$ cat src/srr_pkg.sv
// Shared types, widths and helpers of the selective-repeat receiver.
package srr_pkg;

   localparam int SEQ_W            = 31;
   localparam int CSUM_W           = 32;
   localparam int PLO_W            = 64;
   localparam int PMID_W           = 64;
   localparam int PHI_W            = 32;
   localparam int PAYLOAD_BYTES    = 20;
   localparam int PAYLOAD_W        = PLO_W + PMID_W + PHI_W;
   localparam int GROUP_BYTES      = 5;
   localparam int GROUPS           = PAYLOAD_BYTES / GROUP_BYTES;
   localparam int GROUP_SUM_W      = 11;
   localparam int BYTES_SUM_W      = 13;
   localparam int REQ_TDATA_W      = 256;
   localparam int RSP_TDATA_W      = 224;
   localparam int WINDOW_SLOTS_DEF = 16;
   localparam int QUEUE_DEPTH_DEF  = 2;

   localparam logic KIND_ACK  = 1'b0;
   localparam logic KIND_DATA = 1'b1;

   typedef enum logic [1:0] {
      F_IDLE,
      F_SUM,
      F_TOTAL,
      F_CHECK
   } front_state_type;

   typedef enum logic [2:0] {
      B_IDLE,
      B_CALC,
      B_ACK,
      B_READ,
      B_DELIVER
   } back_state_type;

   // Request beat, last declared field (seq_number) in the lowest bits.
   typedef struct packed {
      logic [REQ_TDATA_W-SEQ_W-SEQ_W-CSUM_W-PAYLOAD_W-1:0] pad;
      logic [PHI_W-1:0]         payload_high;
      logic [PMID_W-1:0]        payload_mid;
      logic [PLO_W-1:0]         payload_low;
      logic signed [CSUM_W-1:0] packet_checksum;
      logic [SEQ_W-1:0]         ack_field;
      logic [SEQ_W-1:0]         seq_number;
   } req_data_type;

   // Result beat, last declared field (ack_number) in the lowest bits.
   typedef struct packed {
      logic [RSP_TDATA_W-SEQ_W-SEQ_W-PAYLOAD_W-1:0] pad;
      logic [PHI_W-1:0]  out_payload_high;
      logic [PMID_W-1:0] out_payload_mid;
      logic [PLO_W-1:0]  out_payload_low;
      logic [SEQ_W-1:0]  ack_checksum;
      logic [SEQ_W-1:0]  ack_number;
   } rsp_data_type;

   // Packet that passed the checksum, as it travels through the queue.
   typedef struct packed {
      logic [SEQ_W-1:0]  seq;
      logic [PHI_W-1:0]  phi;
      logic [PMID_W-1:0] pmid;
      logic [PLO_W-1:0]  plo;
   } packet_type;

   // Sum of five payload bytes, each taken as signed.
   function automatic logic signed [GROUP_SUM_W-1:0] group_sum(
      input logic [GROUP_BYTES*8-1:0] bytes
   );
      logic signed [GROUP_SUM_W-1:0] acc;
      acc = '0;
      for (int i = 0; i < GROUP_BYTES; i++) begin
         acc = acc + {{(GROUP_SUM_W-8){bytes[8*i+7]}}, bytes[8*i +: 8]};
      end
      return acc;
   endfunction

endpackage

$ cat src/srr_front.sv
// Front end: take a packet beat, verify its checksum, pass good packets on.
module srr_front (
   input  logic                 clock,
   input  logic                 reset,
   input  logic                 req_tvalid,
   output logic                 req_tready,
   input  srr_pkg::req_data_type req_data,
   output logic                 push_valid,
   input  logic                 push_ready,
   output srr_pkg::packet_type  push_data
);

   srr_pkg::front_state_type state_ff, state_in;

   srr_pkg::packet_type                       packet_ff;
   logic [srr_pkg::CSUM_W-1:0]                checksum_ff;
   logic [srr_pkg::CSUM_W-1:0]                base_ff;
   logic [srr_pkg::CSUM_W-1:0]                total_ff;
   logic signed [srr_pkg::GROUP_SUM_W-1:0]    parts_ff [srr_pkg::GROUPS];
   logic signed [srr_pkg::BYTES_SUM_W-1:0]    bytes_total;
   logic [srr_pkg::PAYLOAD_W-1:0]             payload_flat;
   logic                                      good;

   assign payload_flat = {packet_ff.phi, packet_ff.pmid, packet_ff.plo};
   assign good         = (total_ff == checksum_ff);
   assign push_data    = packet_ff;

   always_comb begin
      bytes_total = '0;
      for (int g = 0; g < srr_pkg::GROUPS; g++) begin
         bytes_total = bytes_total + srr_pkg::BYTES_SUM_W'(parts_ff[g]);
      end
   end

   always_comb begin
      state_in = state_ff;
      case (state_ff)
         srr_pkg::F_IDLE:  if (req_tvalid) state_in = srr_pkg::F_SUM;
         srr_pkg::F_SUM:   state_in = srr_pkg::F_TOTAL;
         srr_pkg::F_TOTAL: state_in = srr_pkg::F_CHECK;
         srr_pkg::F_CHECK: begin
            if (!good || push_ready) state_in = srr_pkg::F_IDLE;
         end
         default:          state_in = srr_pkg::F_IDLE;
      endcase
   end

   always_comb begin
      req_tready = 1'b0;
      push_valid = 1'b0;
      case (state_ff)
         srr_pkg::F_IDLE:  req_tready = 1'b1;
         srr_pkg::F_CHECK: push_valid = good;
         default: begin
            req_tready = 1'b0;
            push_valid = 1'b0;
         end
      endcase
   end

   always_ff @(posedge clock) begin
      if (reset) begin
         state_ff <= srr_pkg::F_IDLE;
      end else begin
         state_ff <= state_in;
      end
   end

   always_ff @(posedge clock) begin
      if (req_tvalid && req_tready) begin
         packet_ff.seq  <= req_data.seq_number;
         packet_ff.plo  <= req_data.payload_low;
         packet_ff.pmid <= req_data.payload_mid;
         packet_ff.phi  <= req_data.payload_high;
         checksum_ff    <= req_data.packet_checksum;
         base_ff        <= {1'b0, req_data.seq_number} + {1'b0, req_data.ack_field};
      end
      if (state_ff == srr_pkg::F_SUM) begin
         for (int g = 0; g < srr_pkg::GROUPS; g++) begin
            parts_ff[g] <= srr_pkg::group_sum(
               payload_flat[g*srr_pkg::GROUP_BYTES*8 +: srr_pkg::GROUP_BYTES*8]);
         end
      end
      if (state_ff == srr_pkg::F_TOTAL) begin
         total_ff <= base_ff +
            {{(srr_pkg::CSUM_W-srr_pkg::BYTES_SUM_W){bytes_total[srr_pkg::BYTES_SUM_W-1]}},
             bytes_total};
      end
   end

endmodule

$ cat src/srr_queue.sv
// Small FIFO of checked packets between front end and window logic.
module srr_queue #(
   parameter int DEPTH = srr_pkg::QUEUE_DEPTH_DEF
) (
   input  logic                clock,
   input  logic                reset,
   input  logic                push_valid,
   output logic                push_ready,
   input  srr_pkg::packet_type push_data,
   output logic                pop_valid,
   input  logic                pop_ready,
   output srr_pkg::packet_type pop_data
);

   localparam int PTR_W = (DEPTH > 1) ? $clog2(DEPTH) : 1;
   localparam int CNT_W = $clog2(DEPTH + 1);

   srr_pkg::packet_type entries_ff [DEPTH];
   logic [PTR_W-1:0]    wr_ptr_ff, rd_ptr_ff;
   logic [CNT_W-1:0]    count_ff;
   logic                push, pop;

   assign push_ready = (count_ff != CNT_W'(DEPTH));
   assign pop_valid  = (count_ff != '0);
   assign pop_data   = entries_ff[rd_ptr_ff];
   assign push       = push_valid && push_ready;
   assign pop        = pop_valid && pop_ready;

   always_ff @(posedge clock) begin
      if (reset) begin
         wr_ptr_ff <= '0;
         rd_ptr_ff <= '0;
         count_ff  <= '0;
      end else begin
         if (push) begin
            wr_ptr_ff <= (wr_ptr_ff == PTR_W'(DEPTH - 1)) ? '0 : wr_ptr_ff + 1'b1;
         end
         if (pop) begin
            rd_ptr_ff <= (rd_ptr_ff == PTR_W'(DEPTH - 1)) ? '0 : rd_ptr_ff + 1'b1;
         end
         if (push && !pop) begin
            count_ff <= count_ff + 1'b1;
         end else if (pop && !push) begin
            count_ff <= count_ff - 1'b1;
         end
      end
   end

   always_ff @(posedge clock) begin
      if (push) begin
         entries_ff[wr_ptr_ff] <= push_data;
      end
   end

   a_count_bound: assert property (@(posedge clock) disable iff (reset)
      count_ff <= CNT_W'(DEPTH))
      else $error("queue count above depth");

   a_empty_ptrs: assert property (@(posedge clock) disable iff (reset)
      (count_ff == '0) |-> (wr_ptr_ff == rd_ptr_ff))
      else $error("queue empty with pointers apart");

   a_push_grows: assert property (@(posedge clock) disable iff (reset)
      (push && !pop) |=> (count_ff == CNT_W'($past(count_ff) + 1'b1)))
      else $error("queue count did not grow on push");

endmodule

$ cat src/srr_back.sv
// Back end: reorder window, payload store, ACK and in-order delivery beats.
module srr_back #(
   parameter int WINDOW_SLOTS = srr_pkg::WINDOW_SLOTS_DEF
) (
   input  logic                  clock,
   input  logic                  reset,
   input  logic                  pop_valid,
   output logic                  pop_ready,
   input  srr_pkg::packet_type   pop_data,
   output logic                  rsp_tvalid,
   input  logic                  rsp_tready,
   output srr_pkg::rsp_data_type rsp_data,
   output logic                  rsp_kind,
   output logic                  rsp_last
);

   localparam int SLOT_W = (WINDOW_SLOTS > 1) ? $clog2(WINDOW_SLOTS) : 1;
   localparam int SEQ_W  = srr_pkg::SEQ_W;

   srr_pkg::back_state_type state_ff, state_in;

   srr_pkg::packet_type            item_ff;
   logic [SEQ_W-1:0]               expected_ff;
   logic [SLOT_W-1:0]              head_ff;
   logic [WINDOW_SLOTS-1:0]        filled_ff;
   logic                           in_window_ff;
   logic [SLOT_W-1:0]              slot_ff;
   logic [srr_pkg::PAYLOAD_W-1:0]  slot_mem [WINDOW_SLOTS];
   logic [srr_pkg::PAYLOAD_W-1:0]  rd_data_ff;

   logic                           rsp_valid_ff;
   logic                           rsp_kind_ff;
   logic                           rsp_last_ff;
   srr_pkg::rsp_data_type          rsp_data_ff;
   srr_pkg::rsp_data_type          rsp_data_in;

   logic [SEQ_W:0]                 diff;
   logic [SLOT_W:0]                slot_sum;
   logic [SLOT_W-1:0]              slot_calc;
   logic                           in_window_calc;
   logic                           out_free;
   logic                           store_en;
   logic                           head_hit;
   logic [SLOT_W-1:0]              head_next;
   logic [WINDOW_SLOTS-1:0]        filled_clr;
   logic                           more;
   logic                           ack_fire;
   logic                           deliver_fire;
   logic                           rd_en;

   // Window position of the held packet relative to the expected number.
   assign diff           = {1'b0, item_ff.seq} - {1'b0, expected_ff};
   assign in_window_calc = !diff[SEQ_W] && (diff[SEQ_W-1:0] < SEQ_W'(WINDOW_SLOTS));
   assign slot_sum       = {1'b0, head_ff} + {1'b0, diff[SLOT_W-1:0]};
   assign slot_calc      = (slot_sum >= (SLOT_W+1)'(WINDOW_SLOTS))
                           ? SLOT_W'(slot_sum - (SLOT_W+1)'(WINDOW_SLOTS))
                           : slot_sum[SLOT_W-1:0];

   assign out_free   = !rsp_valid_ff || rsp_tready;
   assign store_en   = in_window_ff && !filled_ff[slot_ff];
   assign head_hit   = filled_ff[head_ff] || (store_en && (slot_ff == head_ff));
   assign head_next  = ((&expected_ff) || (head_ff == SLOT_W'(WINDOW_SLOTS - 1)))
                       ? '0 : head_ff + 1'b1;
   assign filled_clr = filled_ff & ~(WINDOW_SLOTS'(1) << head_ff);
   assign more       = filled_clr[head_next];

   always_comb begin
      state_in = state_ff;
      case (state_ff)
         srr_pkg::B_IDLE:    if (pop_valid) state_in = srr_pkg::B_CALC;
         srr_pkg::B_CALC:    state_in = srr_pkg::B_ACK;
         srr_pkg::B_ACK: begin
            if (out_free) state_in = head_hit ? srr_pkg::B_READ : srr_pkg::B_IDLE;
         end
         srr_pkg::B_READ:    state_in = srr_pkg::B_DELIVER;
         srr_pkg::B_DELIVER: begin
            if (out_free) state_in = more ? srr_pkg::B_READ : srr_pkg::B_IDLE;
         end
         default:            state_in = srr_pkg::B_IDLE;
      endcase
   end

   always_comb begin
      pop_ready    = 1'b0;
      ack_fire     = 1'b0;
      deliver_fire = 1'b0;
      rd_en        = 1'b0;
      case (state_ff)
         srr_pkg::B_IDLE:    pop_ready    = 1'b1;
         srr_pkg::B_ACK:     ack_fire     = out_free;
         srr_pkg::B_READ:    rd_en        = 1'b1;
         srr_pkg::B_DELIVER: deliver_fire = out_free;
         default: begin
            pop_ready    = 1'b0;
            ack_fire     = 1'b0;
            deliver_fire = 1'b0;
            rd_en        = 1'b0;
         end
      endcase
   end

   // Build the next result beat; unused fields stay zero.
   always_comb begin
      rsp_data_in = '0;
      if (ack_fire) begin
         rsp_data_in.ack_number   = item_ff.seq;
         rsp_data_in.ack_checksum = item_ff.seq;
      end else begin
         rsp_data_in.out_payload_low  = rd_data_ff[srr_pkg::PLO_W-1:0];
         rsp_data_in.out_payload_mid  = rd_data_ff[srr_pkg::PLO_W +: srr_pkg::PMID_W];
         rsp_data_in.out_payload_high =
            rd_data_ff[srr_pkg::PLO_W+srr_pkg::PMID_W +: srr_pkg::PHI_W];
      end
   end

   always_ff @(posedge clock) begin
      if (reset) begin
         state_ff     <= srr_pkg::B_IDLE;
         expected_ff  <= '0;
         head_ff      <= '0;
         filled_ff    <= '0;
         rsp_valid_ff <= 1'b0;
      end else begin
         state_ff <= state_in;
         if (ack_fire && store_en) begin
            filled_ff[slot_ff] <= 1'b1;
         end
         if (deliver_fire) begin
            filled_ff   <= filled_clr;
            expected_ff <= expected_ff + 1'b1;
            head_ff     <= head_next;
         end
         if (ack_fire || deliver_fire) begin
            rsp_valid_ff <= 1'b1;
         end else if (rsp_tready) begin
            rsp_valid_ff <= 1'b0;
         end
      end
   end

   always_ff @(posedge clock) begin
      if (pop_valid && pop_ready) begin
         item_ff <= pop_data;
      end
      if (state_ff == srr_pkg::B_CALC) begin
         in_window_ff <= in_window_calc;
         slot_ff      <= slot_calc;
      end
      if (ack_fire && store_en) begin
         slot_mem[slot_ff] <= {item_ff.phi, item_ff.pmid, item_ff.plo};
      end
      if (rd_en) begin
         rd_data_ff <= slot_mem[head_ff];
      end
      if (ack_fire) begin
         rsp_kind_ff <= srr_pkg::KIND_ACK;
         rsp_last_ff <= !head_hit;
      end else if (deliver_fire) begin
         rsp_kind_ff <= srr_pkg::KIND_DATA;
         rsp_last_ff <= !more;
      end
      if (ack_fire || deliver_fire) begin
         rsp_data_ff <= rsp_data_in;
      end
   end

   assign rsp_tvalid = rsp_valid_ff;
   assign rsp_kind   = rsp_kind_ff;
   assign rsp_last   = rsp_last_ff;
   assign rsp_data   = rsp_data_ff;

   a_head_range: assert property (@(posedge clock) disable iff (reset)
      head_ff <= SLOT_W'(WINDOW_SLOTS - 1))
      else $error("head slot out of window");

   a_deliver_filled: assert property (@(posedge clock) disable iff (reset)
      (state_ff == srr_pkg::B_DELIVER) |-> filled_ff[head_ff])
      else $error("delivering from an empty head slot");

   a_expected_step: assert property (@(posedge clock) disable iff (reset)
      deliver_fire |=> (expected_ff == SEQ_W'($past(expected_ff) + 1'b1)))
      else $error("expected number did not advance on delivery");

endmodule

$ cat src/selective_repeat_receiver_unit.sv
// Selective-repeat ARQ receiver: checksum front end, queue, reorder window back end.
// Path: an accepted request beat passes front states F_SUM, F_TOTAL, F_CHECK, the queue,
// then back states B_CALC and B_ACK to the ACK beat; each stored payload then follows via
// B_READ (store read) and B_DELIVER (output register). The front end takes no new beat
// until the last one is checked (adder tree); the back end none until its beats are out.
// Reset clears both state machines, the queue, the expected number and the slot
// valid bits; the payload store is not cleared and needs no clearing pass.
module selective_repeat_receiver_unit #(
   parameter int WINDOW_SLOTS = srr_pkg::WINDOW_SLOTS_DEF,
   parameter int QUEUE_DEPTH  = srr_pkg::QUEUE_DEPTH_DEF
) (
   input  logic                            clock,
   input  logic                            reset,
   // Request channel: one packet per beat.
   input  logic                            req_tvalid,
   output logic                            req_tready,
   // req_tdata, lowest bit up: seq_number[30:0], ack_field[30:0],
   // packet_checksum[31:0], payload_low[63:0], payload_mid[63:0],
   // payload_high[31:0], two zero bits
   input  logic [srr_pkg::REQ_TDATA_W-1:0] req_tdata,
   // Result channel: ACK and delivered payload beats.
   output logic                            rsp_tvalid,
   input  logic                            rsp_tready,
   // rsp_tdata, lowest bit up: ack_number[30:0], ack_checksum[30:0],
   // out_payload_low[63:0], out_payload_mid[63:0], out_payload_high[31:0],
   // two zero bits
   output logic [srr_pkg::RSP_TDATA_W-1:0] rsp_tdata,
   // rsp_tuser: result_kind (0 ACK, 1 payload delivered)
   output logic [0:0]                      rsp_tuser,
   // rsp_tlast: final beat caused by one packet
   output logic                            rsp_tlast
);

   srr_pkg::req_data_type req_data;
   srr_pkg::rsp_data_type rsp_data;
   srr_pkg::packet_type   push_data, pop_data;
   logic                  push_valid, push_ready;
   logic                  pop_valid, pop_ready;
   logic                  rsp_kind;

   assign req_data = req_tdata;

   // Verify the checksum; drop bad packets without a result.
   srr_front u_front (
      .clock      (clock),
      .reset      (reset),
      .req_tvalid (req_tvalid),
      .req_tready (req_tready),
      .req_data   (req_data),
      .push_valid (push_valid),
      .push_ready (push_ready),
      .push_data  (push_data)
   );

   // Hold good packets while the back end drains deliveries.
   srr_queue #(
      .DEPTH (QUEUE_DEPTH)
   ) u_queue (
      .clock      (clock),
      .reset      (reset),
      .push_valid (push_valid),
      .push_ready (push_ready),
      .push_data  (push_data),
      .pop_valid  (pop_valid),
      .pop_ready  (pop_ready),
      .pop_data   (pop_data)
   );

   // Acknowledge, store into the window, deliver in order.
   srr_back #(
      .WINDOW_SLOTS (WINDOW_SLOTS)
   ) u_back (
      .clock      (clock),
      .reset      (reset),
      .pop_valid  (pop_valid),
      .pop_ready  (pop_ready),
      .pop_data   (pop_data),
      .rsp_tvalid (rsp_tvalid),
      .rsp_tready (rsp_tready),
      .rsp_data   (rsp_data),
      .rsp_kind   (rsp_kind),
      .rsp_last   (rsp_tlast)
   );

   assign rsp_tdata = rsp_data;
   assign rsp_tuser = rsp_kind;

endmodule

$ cat config.mk
export PLATFORM = sky130hd
export DESIGN_NAME = selective_repeat_receiver_unit
export DESIGN_NICKNAME = d
export VERILOG_FILES = /design/src/srr_pkg.sv /design/src/srr_front.sv /design/src/srr_queue.sv /design/src/srr_back.sv /design/src/selective_repeat_receiver_unit.sv
export SDC_FILE = /design/constraint.sdc
export NUM_CORES = 2
export LEC_CHECK = 0
export ABC_AREA = 0
export BUFFER_PORTS_ARGS = -buffer_cell sky130_fd_sc_hd__buf_4
export CAP_MARGIN = 20
export CORE_ASPECT_RATIO = 0.9
export CORE_UTILIZATION = 55
export CTS_CLUSTER_SIZE = 12
export DETAILED_ROUTE_END_ITERATION = 10
export HOLD_SLACK_MARGIN = 0.05
export PLACE_DENSITY = 0.7
export SKIP_CTS_REPAIR_TIMING = 1
export SYNTH_ARGS = -nofsm -noshare
export SYNTH_HDL_FRONTEND = slang
export SYNTH_HIERARCHICAL = 1
export SYNTH_SLANG_ARGS = --single-unit
$ cat constraint.sdc
create_clock -name clock -period 17 [get_ports clock]
set_input_delay 0 -clock clock [delete_from_list [all_inputs] [get_ports clock]]
set_output_delay 0 -clock clock [all_outputs]
set_load 0.005 [all_outputs]
==> impl_metrics.env <==
export IMPL_muxShareOfSynthArea_pct=13.53
export IMPL_cts_buffer_depth=4
export IMPL_synth_warnings=6
export IMPL_synth_most_common_cell="edfxtp_1"
export IMPL_synth_top_area_cell="edfxtp_1"
export IMPL_drcViolationCount=0
export IMPL_port_buffers=483
export IMPL_p_int_mw=21.31
export IMPL_stdcell_count=12080
export IMPL_cp_cell_sequence="inv_1, fa_1, fa_1, inv_1, ha_1, a21o_1, a21oi_1, o211ai_1, o31a_1, nand4_1, o311a_1, ha_1, a211oi_1, o211ai_1, a31o_2, a211oi_1, a21oi_1, o211ai_1, xnor2_1"
export IMPL_initial_core_util_pct=55.36
export IMPL_clock_power_share_pct=23.7
export IMPL_chipHeight_um=499.7
export IMPL_synth_compound_area_share_pct=1.961
export IMPL_comb_power_share_pct=36.4
export IMPL_r2r_setup_slack_ns=10.88
export IMPL_fp_row_count=182
export IMPL_swShare_pct=35.88
export IMPL_setup_tns_ns=0
export IMPL_postRouteWirelength_mm=360.8
export IMPL_synth_area_um2=151400
export IMPL_synth_top_family_by_area="multiplexers"
export IMPL_tightest_slew_ns=1.368
export IMPL_utilization_pct=64.32
export IMPL_synthAdderAreaFrac_pct=3.112
export IMPL_synthCells=6972
export IMPL_clockRootBuffer="clkbuf_16"
export IMPL_timing_slew_headroom_pct=8.496
export IMPL_synth_top_area_share_pct=75.79
export IMPL_min_path_cells=5
export IMPL_holdCritPathClass="input port to register"
export IMPL_placed_cell_area_um2=159400
export IMPL_cap_violations=0
export IMPL_whs_ns=0.07373
export IMPL_vias=74432
export IMPL_end_kind="register"
export IMPL_cts_buffers_inserted=393
export IMPL_finalClockSkew_ns=0.06060
export IMPL_cts_clk_slew_worst_paths_ns=0.06
export IMPL_crit_reg2reg_capture="u_front/total_ff[28]"
export IMPL_synth_area_leaders="edfxtp_1 76%, mux4_2 12%, fa_1 1.7%, mux2_2 1.4%, ha_1 1.4%"
export IMPL_p_seq_share_pct=39.9
export IMPL_drt_iter0_drc=8905
export IMPL_ys_types=87
export IMPL_r2r_start="u_front/parts_ff[2][2]"
export IMPL_p_leak_nw=56.56
export IMPL_min_to="u_front/base_ff[12]"
export IMPL_fmax_mhz=163.4
export IMPL_worstHoldStart="req_tdata[41]"
export IMPL_rsz0062_at_grt="no"
export IMPL_place_gp_congestion=0.9012
export IMPL_via_per_inst=6.162
export IMPL_hold_viol_final=0
export IMPL_dieArea_um2=277400
export IMPL_nNetsFinal=8732
export IMPL_ys_async_sr_fraction_pct=0
export IMPL_ant_nets=0
export IMPL_netSwitchingPower_mw=11.93
export IMPL_top_level_ports=488
export IMPL_grtUsageTotal_pct=25.53
export IMPL_grt_pass1_wl_mm=506.7
export IMPL_worst_setup_path_type="register to register"
export IMPL_startpoint_type="register"
export IMPL_slew_violations=0
export IMPL_power_density_nw_per_um2=189.0
export IMPL_reg2regPathDepth=19
export IMPL_clock_latency_ns=0.92
export IMPL_synth_simple_area_share_pct=2.434
export IMPL_antenna_found_initial=26
export IMPL_yosys_top_cells_count="3821 x edfxtp_1, 811 x mux4_2, 199 x and2_1"
export IMPL_finalCriticalPeriod_ns=6.120
export IMPL_dr_pass1_iters=6
export IMPL_wl_per_cell_um=29.87
export IMPL_overflow=0
export IMPL_yosysSeqAreaShare_pct=76.62
export IMPL_synth_seq_cells=3884
export IMPL_cts_htree_levels=5
export IMPL_synthXorXnorAreaFrac_pct=0.9892
export IMPL_critPathSlowestCell="o311a_1"
export IMPL_nFillCells=17711
export IMPL_grt_max_degree=126
export IMPL_slowest_delay_ns=0.89
export IMPL_grt_pass1_vias=72369
export IMPL_design_area_um2=175900
export IMPL_min_period_over_period_pct=36.00
export IMPL_area_growth_pct=16.18
export IMPL_cts_tree="done"
export IMPL_cp_startpoint="u_front/parts_ff[2][2]"
export IMPL_setup_violations=0
export IMPL_ir_drop_v=0.0006525
export IMPL_dp_hpwl_mm=197.4
export IMPL_cts_sinks=3884
export IMPL_status="completed"
export IMPL_syn_mean_instance_area_um2=21.71
export IMPL_drive_gt1_share_pct=25.17
export IMPL_placedCellCount=10952
export IMPL_die_w_um=555.0
export IMPL_crit_top_cell="o211ai_1"
export IMPL_core_area_um2=273500
export IMPL_synth_flop_cell="edfxtp_1"
export IMPL_crit_required_ns=17.62
export IMPL_synth_edf_count=3821
export IMPL_cp_max_fo=23
export IMPL_arrival_ns=6.74
power by group through the flow:
stage / clock [mW] / sequential [mW] / combinational, mW
detailed placement: 0 / 13.4 / 11.5
global placement: 0 / 13.4 / 11.4
global route: 8.36 / 13.3 / 13.0
finish: 7.89 / 13.2 / 12.1
CTS: 8.01 / 13.2 / 11.7
floorplan: 0 / 13.2 / 7.86
sequential cells by signal, indices dropped and copies added, names as in the netlist, 2 cells and up, named ones only:
| signal | flops |
|---|---|
| u_front/push_data | 191 |
| u_back/rd_data_ff | 160 |
| u_front/parts_ff | 44 |
| u_back/rsp_data | 191 |
| u_back/state_ff | 3 |
| u_queue/entries_ff | 382 |
| u_front/state_ff | 2 |
| u_front/total_ff | 32 |
| u_back/slot_ff | 4 |
| u_back/head_ff | 4 |
| u_back/slot_mem | 2560 |
| u_back/item_ff | 191 |
| u_back/expected_ff | 31 |
| u_back/filled_ff | 16 |
| u_front/checksum_ff | 32 |
| u_front/base_ff | 32 |
| u_queue/count_ff | 2 |
per-layer routing:
metal / global-route usage, % / vias to the layer above / wire (um)
li1: - / 30829 / -
met1: 37.44 / 39313 / 145400
met2: 40.22 / 3760 / 173000
met3: 4.806 / 520 / 33700
met4: 6.101 / 10 / 8665
met5: 0 / - / 67
worst max-delay path by stage:
stage                            endpoint  cells past startpoint
floorplan           u_back/slot_mem[4][0]                      7
detailed placement   u_front/total_ff[28]                     19
CTS                  u_front/total_ff[28]                     19
finish               u_front/total_ff[28]                     19
global route         u_front/total_ff[28]                     19
global placement     u_front/total_ff[28]                     19
placed cells by master, fill, tap and decap left out, types with 102 or more instances in the layout:
master	n
nor2_1	136
mux4_2	811
ha_1	166
nand2_1	113
a21oi_1	150
and2_1	197
fa_1	131
inv_1	172
clkbuf_1	102
clkbuf_16	398
dlygate4sd3_1	506
edfxtp_1	3821
buf_4	570
mux2_2	193
critical path: cells and delay by family, from the launching register on:
family                   cells  cell delay [ns]
AND/OR/NAND/NOR              1             0.11
adder cells (fa/ha/maj)      4             1.68
buffers and inverters        2             0.17
AO/OA/AOI/OAI               11             3.44
flip-flops                   1             0.36
XOR/XNOR                     1             0.10
cells by family after synthesis:
| group | count (synthesis) |
|---|---|
| xor+xnor | 171 |
| buf+inv | 464 |
| mux | 1009 |
| fa+ha+maj | 298 |
| simple gates | 691 |
| flops | 3884 |
| compound gates | 454 |
| other cells | 1 |
through the flow:
step | setup WS (ns) | total power [mW]
after floorplan | 3.352 | 21.03
after global placement | 11.08 | 24.72
after detailed placement | 11.06 | 24.94
after CTS | 11.04 | 32.93
after global routing | 10.62 | 34.70
final | 10.88 | 33.24
layout make-up:
cell class / instances / area (um^2) / share of cell area (%)
Tap cell: 3680 / 4604 / 2.618
Clock inverter: 99 / 964.7 / 0.5484
Antenna cell: 16 / 40.04 / 0.02276
Inverter: 179 / 724.4 / 0.4119
Sequential cell: 3884 / 116000 / 65.96
Multi-Input combinational cell: 2625 / 33480 / 19.03
Timing Repair Buffer: 1091 / 9644 / 5.483
Clock buffer: 506 / 10430 / 5.927
Power figures use the tool's default switching activity.
